<file path="config.mk">
export PLATFORM = sky130hd
export DESIGN_NAME = periodic_task_dispatcher
export DESIGN_NICKNAME = d
export VERILOG_FILES = /design/src/rtl/core/ptd_pkg.sv /design/src/rtl/core/ptd_ctrl.sv /design/src/rtl/core/ptd_datapath.sv /design/src/rtl/core/periodic_task_dispatcher.sv
export SDC_FILE = /design/constraint.sdc
export NUM_CORES = 1
export LEC_CHECK = 0
export BUFFER_PORTS_ARGS = -buffer_cell sky130_fd_sc_hd__buf_4
export CORE_ASPECT_RATIO = 0.9
export CORE_MARGIN = 8
export CORE_UTILIZATION = 34
export DETAILED_ROUTE_END_ITERATION = 10
export PLACE_DENSITY_LB_ADDON = 0.08
export SLEW_MARGIN = 20
export SYNTH_ARGS = -nofsm -noshare
export SYNTH_HDL_FRONTEND = slang
export SYNTH_SLANG_ARGS = --single-unit
</file>
<file path="constraint.sdc">
create_clock -name clk -period 9.9 [get_ports clk]
set_input_delay 0.99 -clock clk [delete_from_list [all_inputs] [get_ports clk]]
set_output_delay 0.99 -clock clk [all_outputs]
set_load 0.02 [all_outputs]
</file>
<file path="src/rtl/core/ptd_pkg.sv">
`timescale 1ns / 1ps
`default_nettype none
package ptd_pkg;

  localparam int NUM_TASKS = 4;
  localparam int SLOT_W = (NUM_TASKS > 1) ? $clog2(NUM_TASKS) : 1;

  localparam int CMD_W = 2;
  localparam int TASK_IDX_W = 4;
  localparam int COUNT_W = 3;
  localparam int TIME_W = 32;
  localparam int OUT_IDX_W = 2;
  localparam int CFG_IDX_W = 3;
  localparam int CFG_DATA_W = 32;

  localparam logic [CMD_W-1:0] CMD_TICK    = 2'd0;
  localparam logic [CMD_W-1:0] CMD_SCAN    = 2'd1;
  localparam logic [CMD_W-1:0] CMD_ENABLE  = 2'd2;
  localparam logic [CMD_W-1:0] CMD_DISABLE = 2'd3;

  localparam logic [CFG_IDX_W-1:0] REG_TASK_COUNT = 3'd0;
  localparam int REG_PERIOD_BASE = 1;

  localparam logic [COUNT_W-1:0] TASK_COUNT_RESET = 3'd4;
  localparam logic [TIME_W-1:0] PERIOD_RESET = 32'd1;

  typedef struct packed {
    logic              eval;
    logic [SLOT_W-1:0] eval_idx;
    logic              emit;
  } ptd_cmd_t;

  typedef struct packed {
    logic [COUNT_W-1:0] count;
    logic               out_free;
    logic               final_item;
  } ptd_status_t;

endpackage
`default_nettype wire

</file>
<file path="src/rtl/core/ptd_ctrl.sv">
`timescale 1ns / 1ps
`default_nettype none
module ptd_ctrl (
  input  wire logic                          clk,
  input  wire logic                          rst,
  input  wire logic                          in_valid,
  input  wire logic [ptd_pkg::CMD_W-1:0]     command,
  input  wire ptd_pkg::ptd_status_t          status,
  output ptd_pkg::ptd_cmd_t                  cmd,
  output logic                               in_stall
);
  import ptd_pkg::*;

  localparam logic [1:0] ST_IDLE = 2'd0;
  localparam logic [1:0] ST_EVAL = 2'd1;
  localparam logic [1:0] ST_EMIT = 2'd2;

  logic [1:0] state;
  logic [1:0] state_next;
  logic [SLOT_W-1:0] slot;
  logic [SLOT_W-1:0] slot_next;
  logic accept;
  logic last_slot;

  assign in_stall = (state != ST_IDLE);
  assign accept = in_valid && !in_stall;
  assign last_slot = (COUNT_W'(slot) == (status.count - COUNT_W'(1)));

  assign cmd.eval = (state == ST_EVAL);
  assign cmd.eval_idx = slot;
  assign cmd.emit = (state == ST_EMIT);

  always_comb begin
    state_next = state;
    slot_next = slot;
    case (state)
      ST_IDLE: begin
        if (accept && command == CMD_SCAN) begin
          slot_next = '0;
          state_next = (status.count == '0) ? ST_EMIT : ST_EVAL;
        end
      end
      ST_EVAL: begin
        if (last_slot) begin
          state_next = ST_EMIT;
        end else begin
          slot_next = slot + SLOT_W'(1);
        end
      end
      ST_EMIT: begin
        if (status.out_free && status.final_item) begin
          state_next = ST_IDLE;
        end
      end
      default: begin
        state_next = ST_IDLE;
      end
    endcase
  end

  always_ff @(posedge clk) begin
    if (rst) begin
      state <= ST_IDLE;
      slot <= '0;
    end else begin
      state <= state_next;
      slot <= slot_next;
    end
  end

endmodule
`default_nettype wire

</file>
<file path="src/rtl/core/ptd_datapath.sv">
`timescale 1ns / 1ps
`default_nettype none
module ptd_datapath (
  input  wire logic                              clk,
  input  wire logic                              rst,
  input  wire logic                              accept,
  input  wire logic [ptd_pkg::CMD_W-1:0]         command,
  input  wire logic [ptd_pkg::TASK_IDX_W-1:0]    task_index,
  input  wire logic                              run_now,
  input  wire logic                              cfg_write,
  input  wire logic [ptd_pkg::CFG_IDX_W-1:0]     cfg_index,
  input  wire logic [ptd_pkg::CFG_DATA_W-1:0]    cfg_data,
  input  wire ptd_pkg::ptd_cmd_t                 cmd,
  output ptd_pkg::ptd_status_t                   status,
  output logic                                   out_valid,
  input  wire logic                              out_stall,
  output logic                                   fired,
  output logic [ptd_pkg::OUT_IDX_W-1:0]          fired_index,
  output logic [ptd_pkg::TIME_W-1:0]             fire_time,
  output logic                                   last_of_scan
);
  import ptd_pkg::*;

  logic [COUNT_W-1:0] task_count;
  logic [TIME_W-1:0] period [NUM_TASKS];
  logic [TIME_W-1:0] tick_count;
  logic [NUM_TASKS-1:0] slot_active;
  logic [TIME_W-1:0] last_fire_time [NUM_TASKS];
  logic [NUM_TASKS-1:0] due_mask;

  logic [COUNT_W-1:0] count;
  logic idx_ok;
  logic [SLOT_W-1:0] idx;
  logic [TIME_W-1:0] elapsed;
  logic due;
  logic [SLOT_W-1:0] sel;
  logic load;

  assign count = (task_count > COUNT_W'(NUM_TASKS)) ? COUNT_W'(NUM_TASKS) : task_count;
  assign idx_ok = (task_index < TASK_IDX_W'(count));
  assign idx = task_index[SLOT_W-1:0];

  // one elapsed-time compare shared by all slots
  assign elapsed = tick_count - last_fire_time[cmd.eval_idx];
  assign due = slot_active[cmd.eval_idx] && (elapsed >= period[cmd.eval_idx]);

  always_comb begin
    sel = '0;
    for (int i = NUM_TASKS - 1; i >= 0; i--) begin
      if (due_mask[i]) begin
        sel = SLOT_W'(i);
      end
    end
  end

  assign status.count = count;
  assign status.out_free = !out_valid || !out_stall;
  assign status.final_item = ((due_mask & (due_mask - NUM_TASKS'(1))) == '0);
  assign load = cmd.emit && status.out_free;

  always_ff @(posedge clk) begin
    if (rst) begin
      task_count <= TASK_COUNT_RESET;
      for (int i = 0; i < NUM_TASKS; i++) begin
        period[i] <= PERIOD_RESET;
      end
    end else if (cfg_write) begin
      if (cfg_index == REG_TASK_COUNT) begin
        task_count <= cfg_data[COUNT_W-1:0];
      end
      for (int i = 0; i < NUM_TASKS; i++) begin
        if (cfg_index == CFG_IDX_W'(REG_PERIOD_BASE + i)) begin
          period[i] <= cfg_data[TIME_W-1:0];
        end
      end
    end
  end

  always_ff @(posedge clk) begin
    if (rst) begin
      tick_count <= '0;
      slot_active <= '0;
      for (int i = 0; i < NUM_TASKS; i++) begin
        last_fire_time[i] <= '0;
      end
    end else if (accept) begin
      case (command)
        CMD_TICK: begin
          tick_count <= tick_count + TIME_W'(1);
        end
        CMD_ENABLE: begin
          if (idx_ok) begin
            slot_active[idx] <= 1'b1;
            last_fire_time[idx] <= run_now ? (tick_count - period[idx]) : tick_count;
          end
        end
        CMD_DISABLE: begin
          if (idx_ok) begin
            slot_active[idx] <= 1'b0;
          end
        end
        default: begin
        end
      endcase
    end else if (cmd.eval && due) begin
      last_fire_time[cmd.eval_idx] <= tick_count;
    end
  end

  always_ff @(posedge clk) begin
    if (rst) begin
      due_mask <= '0;
    end else if (accept && command == CMD_SCAN) begin
      due_mask <= '0;
    end else if (cmd.eval) begin
      due_mask[cmd.eval_idx] <= due;
    end else if (load && due_mask != '0) begin
      due_mask[sel] <= 1'b0;
    end
  end

  // output register
  always_ff @(posedge clk) begin
    if (rst) begin
      out_valid <= 1'b0;
    end else if (load) begin
      out_valid <= 1'b1;
    end else if (!out_stall) begin
      out_valid <= 1'b0;
    end
  end

  always_ff @(posedge clk) begin
    if (load) begin
      last_of_scan <= status.final_item;
      if (due_mask == '0) begin
        fired <= 1'b0;
        fired_index <= '0;
        fire_time <= '0;
      end else begin
        fired <= 1'b1;
        fired_index <= OUT_IDX_W'(sel);
        fire_time <= tick_count;
      end
    end
  end

endmodule
`default_nettype wire

</file>
<file path="src/rtl/core/periodic_task_dispatcher.sv">
`timescale 1ns / 1ps
`default_nettype none
// Periodic task dispatcher: a 32-bit wrapping tick counter plus NUM_TASKS task slots, each with
// an active flag and a last-fire time. Tick, enable and disable items do not stall the input. A
// scan visits the N slots in use and then gives R results (at least one, an empty scan giving a
// single result with fired low). A single elapsed-time subtract and compare visits one slot per
// cycle, and the due slots are then sent out one per cycle, while the output is not stalled,
// through the output register. Input is stalled until the last result of a scan is in the output
// register. Configuration is written through cfg_write/cfg_index/cfg_data: index 0 task_count,
// indexes 1 to 4 the periods.
module periodic_task_dispatcher (
  input  wire logic                              clk,
  input  wire logic                              rst,
  input  wire logic                              in_valid,
  output logic                                   in_stall,
  input  wire logic [ptd_pkg::CMD_W-1:0]         command,
  input  wire logic [ptd_pkg::TASK_IDX_W-1:0]    task_index,
  input  wire logic                              run_now,
  output logic                                   out_valid,
  input  wire logic                              out_stall,
  output logic                                   fired,
  output logic [ptd_pkg::OUT_IDX_W-1:0]          fired_index,
  output logic [ptd_pkg::TIME_W-1:0]             fire_time,
  output logic                                   last_of_scan,
  input  wire logic                              cfg_write,
  input  wire logic [ptd_pkg::CFG_IDX_W-1:0]     cfg_index,
  input  wire logic [ptd_pkg::CFG_DATA_W-1:0]    cfg_data
);
  import ptd_pkg::*;

  ptd_cmd_t cmd;
  ptd_status_t status;
  logic accept;

  assign accept = in_valid && !in_stall;

  ptd_ctrl u_ctrl (
    .clk      (clk),
    .rst      (rst),
    .in_valid (in_valid),
    .command  (command),
    .status   (status),
    .cmd      (cmd),
    .in_stall (in_stall)
  );

  ptd_datapath u_datapath (
    .clk          (clk),
    .rst          (rst),
    .accept       (accept),
    .command      (command),
    .task_index   (task_index),
    .run_now      (run_now),
    .cfg_write    (cfg_write),
    .cfg_index    (cfg_index),
    .cfg_data     (cfg_data),
    .cmd          (cmd),
    .status       (status),
    .out_valid    (out_valid),
    .out_stall    (out_stall),
    .fired        (fired),
    .fired_index  (fired_index),
    .fire_time    (fire_time),
    .last_of_scan (last_of_scan)
  );

  a_empty_is_last: assert property (@(posedge clk) disable iff (rst)
    out_valid && !fired |-> last_of_scan)
    else $error("empty scan result not marked last");

  a_idle_holds_last: assert property (@(posedge clk) disable iff (rst)
    out_valid && !in_stall |-> last_of_scan)
    else $error("input taken while a scan is still sending results");

  a_scan_stalls: assert property (@(posedge clk) disable iff (rst)
    in_valid && !in_stall && command == CMD_SCAN |=> in_stall)
    else $error("scan item did not stall the input");

endmodule
`default_nettype wire
</file>
==> results.txt <==
run status - finished, final reports clean
first-pass GRT wire length - 86,400 um
RSZ-0062 raised after global routing - false
Yosys warnings - 0
Routed WL per cell - 22.2 um
port buffer count - 84
count of flip-flops with a built-in enable after synthesis - 292
clock sink count - 342
Synth Area in Adders - 6.84%
post-synthesis sequential area ratio - 49.5%
H-tree depth - 2
Max FO, Critical Path - 33
clk_lat worst skew - 0.57 ns
CTS Buffer Depth - 3
vias in the first global route - 13,595
antenna violations before repair - 1
pwr dens - 158 nW/um^2
Most used DFF post-synth - edfxtp_1
Unique masters post-synth - 80
mapped cell area - 19,800 sq um
Synth Area in Compound Gates - 9.74%
Rel. slew slack - 23.4%
post-cts gate resize count - 0
final RePlAce weighted congestion - 0.866
post-layout min period - 7.17 ns
Post-Synth Simple-Gate Area - 14.8%
Nets - 1,948
mux cell area share after synthesis - 11.5%
XOR/XNOR Fraction of Synth Area - 3.46%
Final Util - 39.2%
CP arrival - 7.43 ns
Post-DP HPWL - 40,900 um
Final Skew - 0.0237 ns
worst hold path type - reg2reg
leakage - 0.00891 uW
cts bufs inserted - 40
Area after DPL - 21,400 sq um
# IOs - 85
fill cell count - 5,600
reg-to-reg setup timing slack - 2.73 ns
synthesis-stage register bit count - 342
Synth Net Count - 1,861
Antenna Cells - 0
final period utilization - 72.4%
Die Area - 66,100 sq um
Hold Path Depth - 2
Die Height - 245 um
Tot GR Track Use - 17.1%
Initial Util - 34.1%
Post-CTS Setup Bufs - 0
CTS tree - done
CTS root buffer - clkbuf_16
CP startpoint kind - register
Final ANT Viol Nets - 0
DR vias/cell - 5.17
CP endpoint kind - register
final setup fails - 0
Max Freq - 140 MHz
setup_tns - 0 ns
Crit Path Category - reg2reg
Worst EP required - 10.17 ns
Fin. Hold Viols - 0
pin count of the biggest net entering global routing - 55
worst-margin pin slew - 1.14 ns
Syn Inst Count - 1,708
combinational family with the most area after synthesis - simple AND/OR/NAND/NOR gates
Via Count - 13,443
Slew Viols, Final - 0
row count - 84
Area Overhead vs Synth - 14.8%
share of cells above drive strength 1 - 16.3%
DR pass1 iterations - 5
DP Worst Slack - 2.77 ns
Clock transition at path regs - 0.06 ns
GR Overflow Total - 0
Synth async-reset ratio - 0%
Post-route DRC - 0
core area - 57,900 sq um
DRC violation total after the first TritonRoute iteration - 949
Avg Cell Area, Syn - 11.6 sq um
IR drop worst, VDD - 84.5 uV
post-route cell area - 22,700 sq um
Max Cap Viol - 0
Die X - 270 um
r2r endpoint - u_datapath.last_fire_time[0][25]
cts-stage hold buffer count - 0
R2R cell count - 21
post-route setup slack - 2.73 ns
final WL - 57,800 um
[logic make-up (layout without fill, tap and decap cells)]
kind of cell | after synthesis | after routing
multiplexers | 106 | 106
buffers and inverters | 217 | 333
AO/OA/AOI/OAI | 283 | 283
flip-flops | 342 | 342
XOR/XNOR | 78 | 78
AND/OR/NAND/NOR | 575 | 575
adder cells (fa/ha/maj) | 107 | 107
[power by group]
part           internal [uW]  switching (uW)  leakage (uW)
Sequential              1630            35.9       0.00326
Clock                    880             598      0.000629
Combinational            189             263       0.00502
[worst max-delay path: stages, from the launching register on]
cell and delay (ns):
dfxtp_4 0.78, mux4_2 0.60, inv_1 0.09, ha_1 0.25
o21ai_0 0.42, nor2b_1 0.30, a211oi_1 0.11, o31ai_1 0.43
a31oi_1 0.27, a31oi_1 0.40, nor2_1 0.10, a211oi_1 0.32
ha_1 0.30, a21o_1 0.18, a21o_1 0.17, a21oi_1 0.15
o211ai_1 0.22, o21ai_0 0.45, o32a_1 0.21, buf_4 0.38
nand2_1 0.35, buf_4 0.37
[flip-flops by register name, summed over array words and instances, names as in the netlist, named ones only]
signal / cells
u_datapath.due_mask: 4
u_datapath.last_of_scan: 1
u_datapath.out_valid: 1
u_datapath.fire_time: 32
u_datapath.tick_count: 32
u_datapath.fired_index: 2
u_datapath.fired: 1
u_datapath.task_count: 3
u_datapath.last_fire_time: 128
u_ctrl.slot: 2
u_datapath.period: 128
u_ctrl.state: 2
[layer usage]
layer  global-route usage (%)  up-vias  part of all wire, %
met5                        0        -                    0
met4                     4.38        0                  1.9
met3                     2.98       67                  5.6
met2                     26.1      335                   43
met1                     25.1     6663                   49
li1                         -     6378                    -
[cells in the mapped netlist, drive strengths merged (45+ instances only)]
cell type	n	share of area, %
nor2	187	3.6
ha	104	6.6
a21oi	76	2.0
mux4	96	11
edfxtp	292	44
inv	145	2.8
and2	132	4.2
clkbuf	48	0.91
o21ai	45	1.1
nor2b	46	1.5
dfxtp	50	5.1
a21o	47	1.8
nand2	84	1.6
[placed cells by master (no fill, tap or decap), drive strengths merged, types with 3 or more instances in the layout]
master	instances
nand2b	12
nand2	84
and2	132
inv	146
nand3	29
o211ai	7
a21boi	3
a211oi	14
nor2b	46
a31oi	11
o21ai	45
a311oi	3
nor3	14
and4	3
clkbuf	53
a22oi	24
o31ai	5
xnor2	37
mux4	96
xor2	41
and3	21
dfxtp	50
o21a	14
nor3b	4
nor2	187
a21o	47
a32oi	5
buf	116
mux2i	9
bufinv	4
edfxtp	292
a221oi	4
nand4	16
ha	104
or3	11
a21oi	76
nand3b	3
clkinv	14
[final cells by class]
class / count / area, sq um / area share (%)
inverters: 146 / 548 / 2.42
repair buffers: 116 / 891 / 3.93
clock buffers: 53 / 1090 / 4.82
clock inverters: 18 / 196 / 0.866
multi-input cells: 1149 / 9210 / 40.6
flip-flops and latches: 342 / 9770 / 43.1
well taps: 774 / 968 / 4.27
[worst max path at each step]
stage / from / endpoint / slack [ns] / depth (start not counted)
3_3_place_gp: register / u_datapath.last_fire_time[0][26] / 2.80 / 21
3_5_place_dp: register / u_datapath.last_fire_time[0][26] / 2.77 / 21
6_report: register / u_datapath.last_fire_time[0][25] / 2.73 / 21
2_1_floorplan: register / u_datapath.last_fire_time[3][0] / 2.97 / 25
4_1_cts: register / u_datapath.last_fire_time[0][26] / 2.71 / 21
5_1_grt: register / u_datapath.last_fire_time[0][25] / 2.17 / 21
[through the flow]
step                      hold WS (ns)  total power, uW  instances
after global placement           0.479             2140       2526
after floorplan                  0.460             1990       1708
after detailed placement         0.491             2150       2527
after global routing             0.540             3740       2598
final                            0.505             3590       2598
after CTS                        0.505             3650       2598
Note: power is estimated with default switching activity, not from simulation.
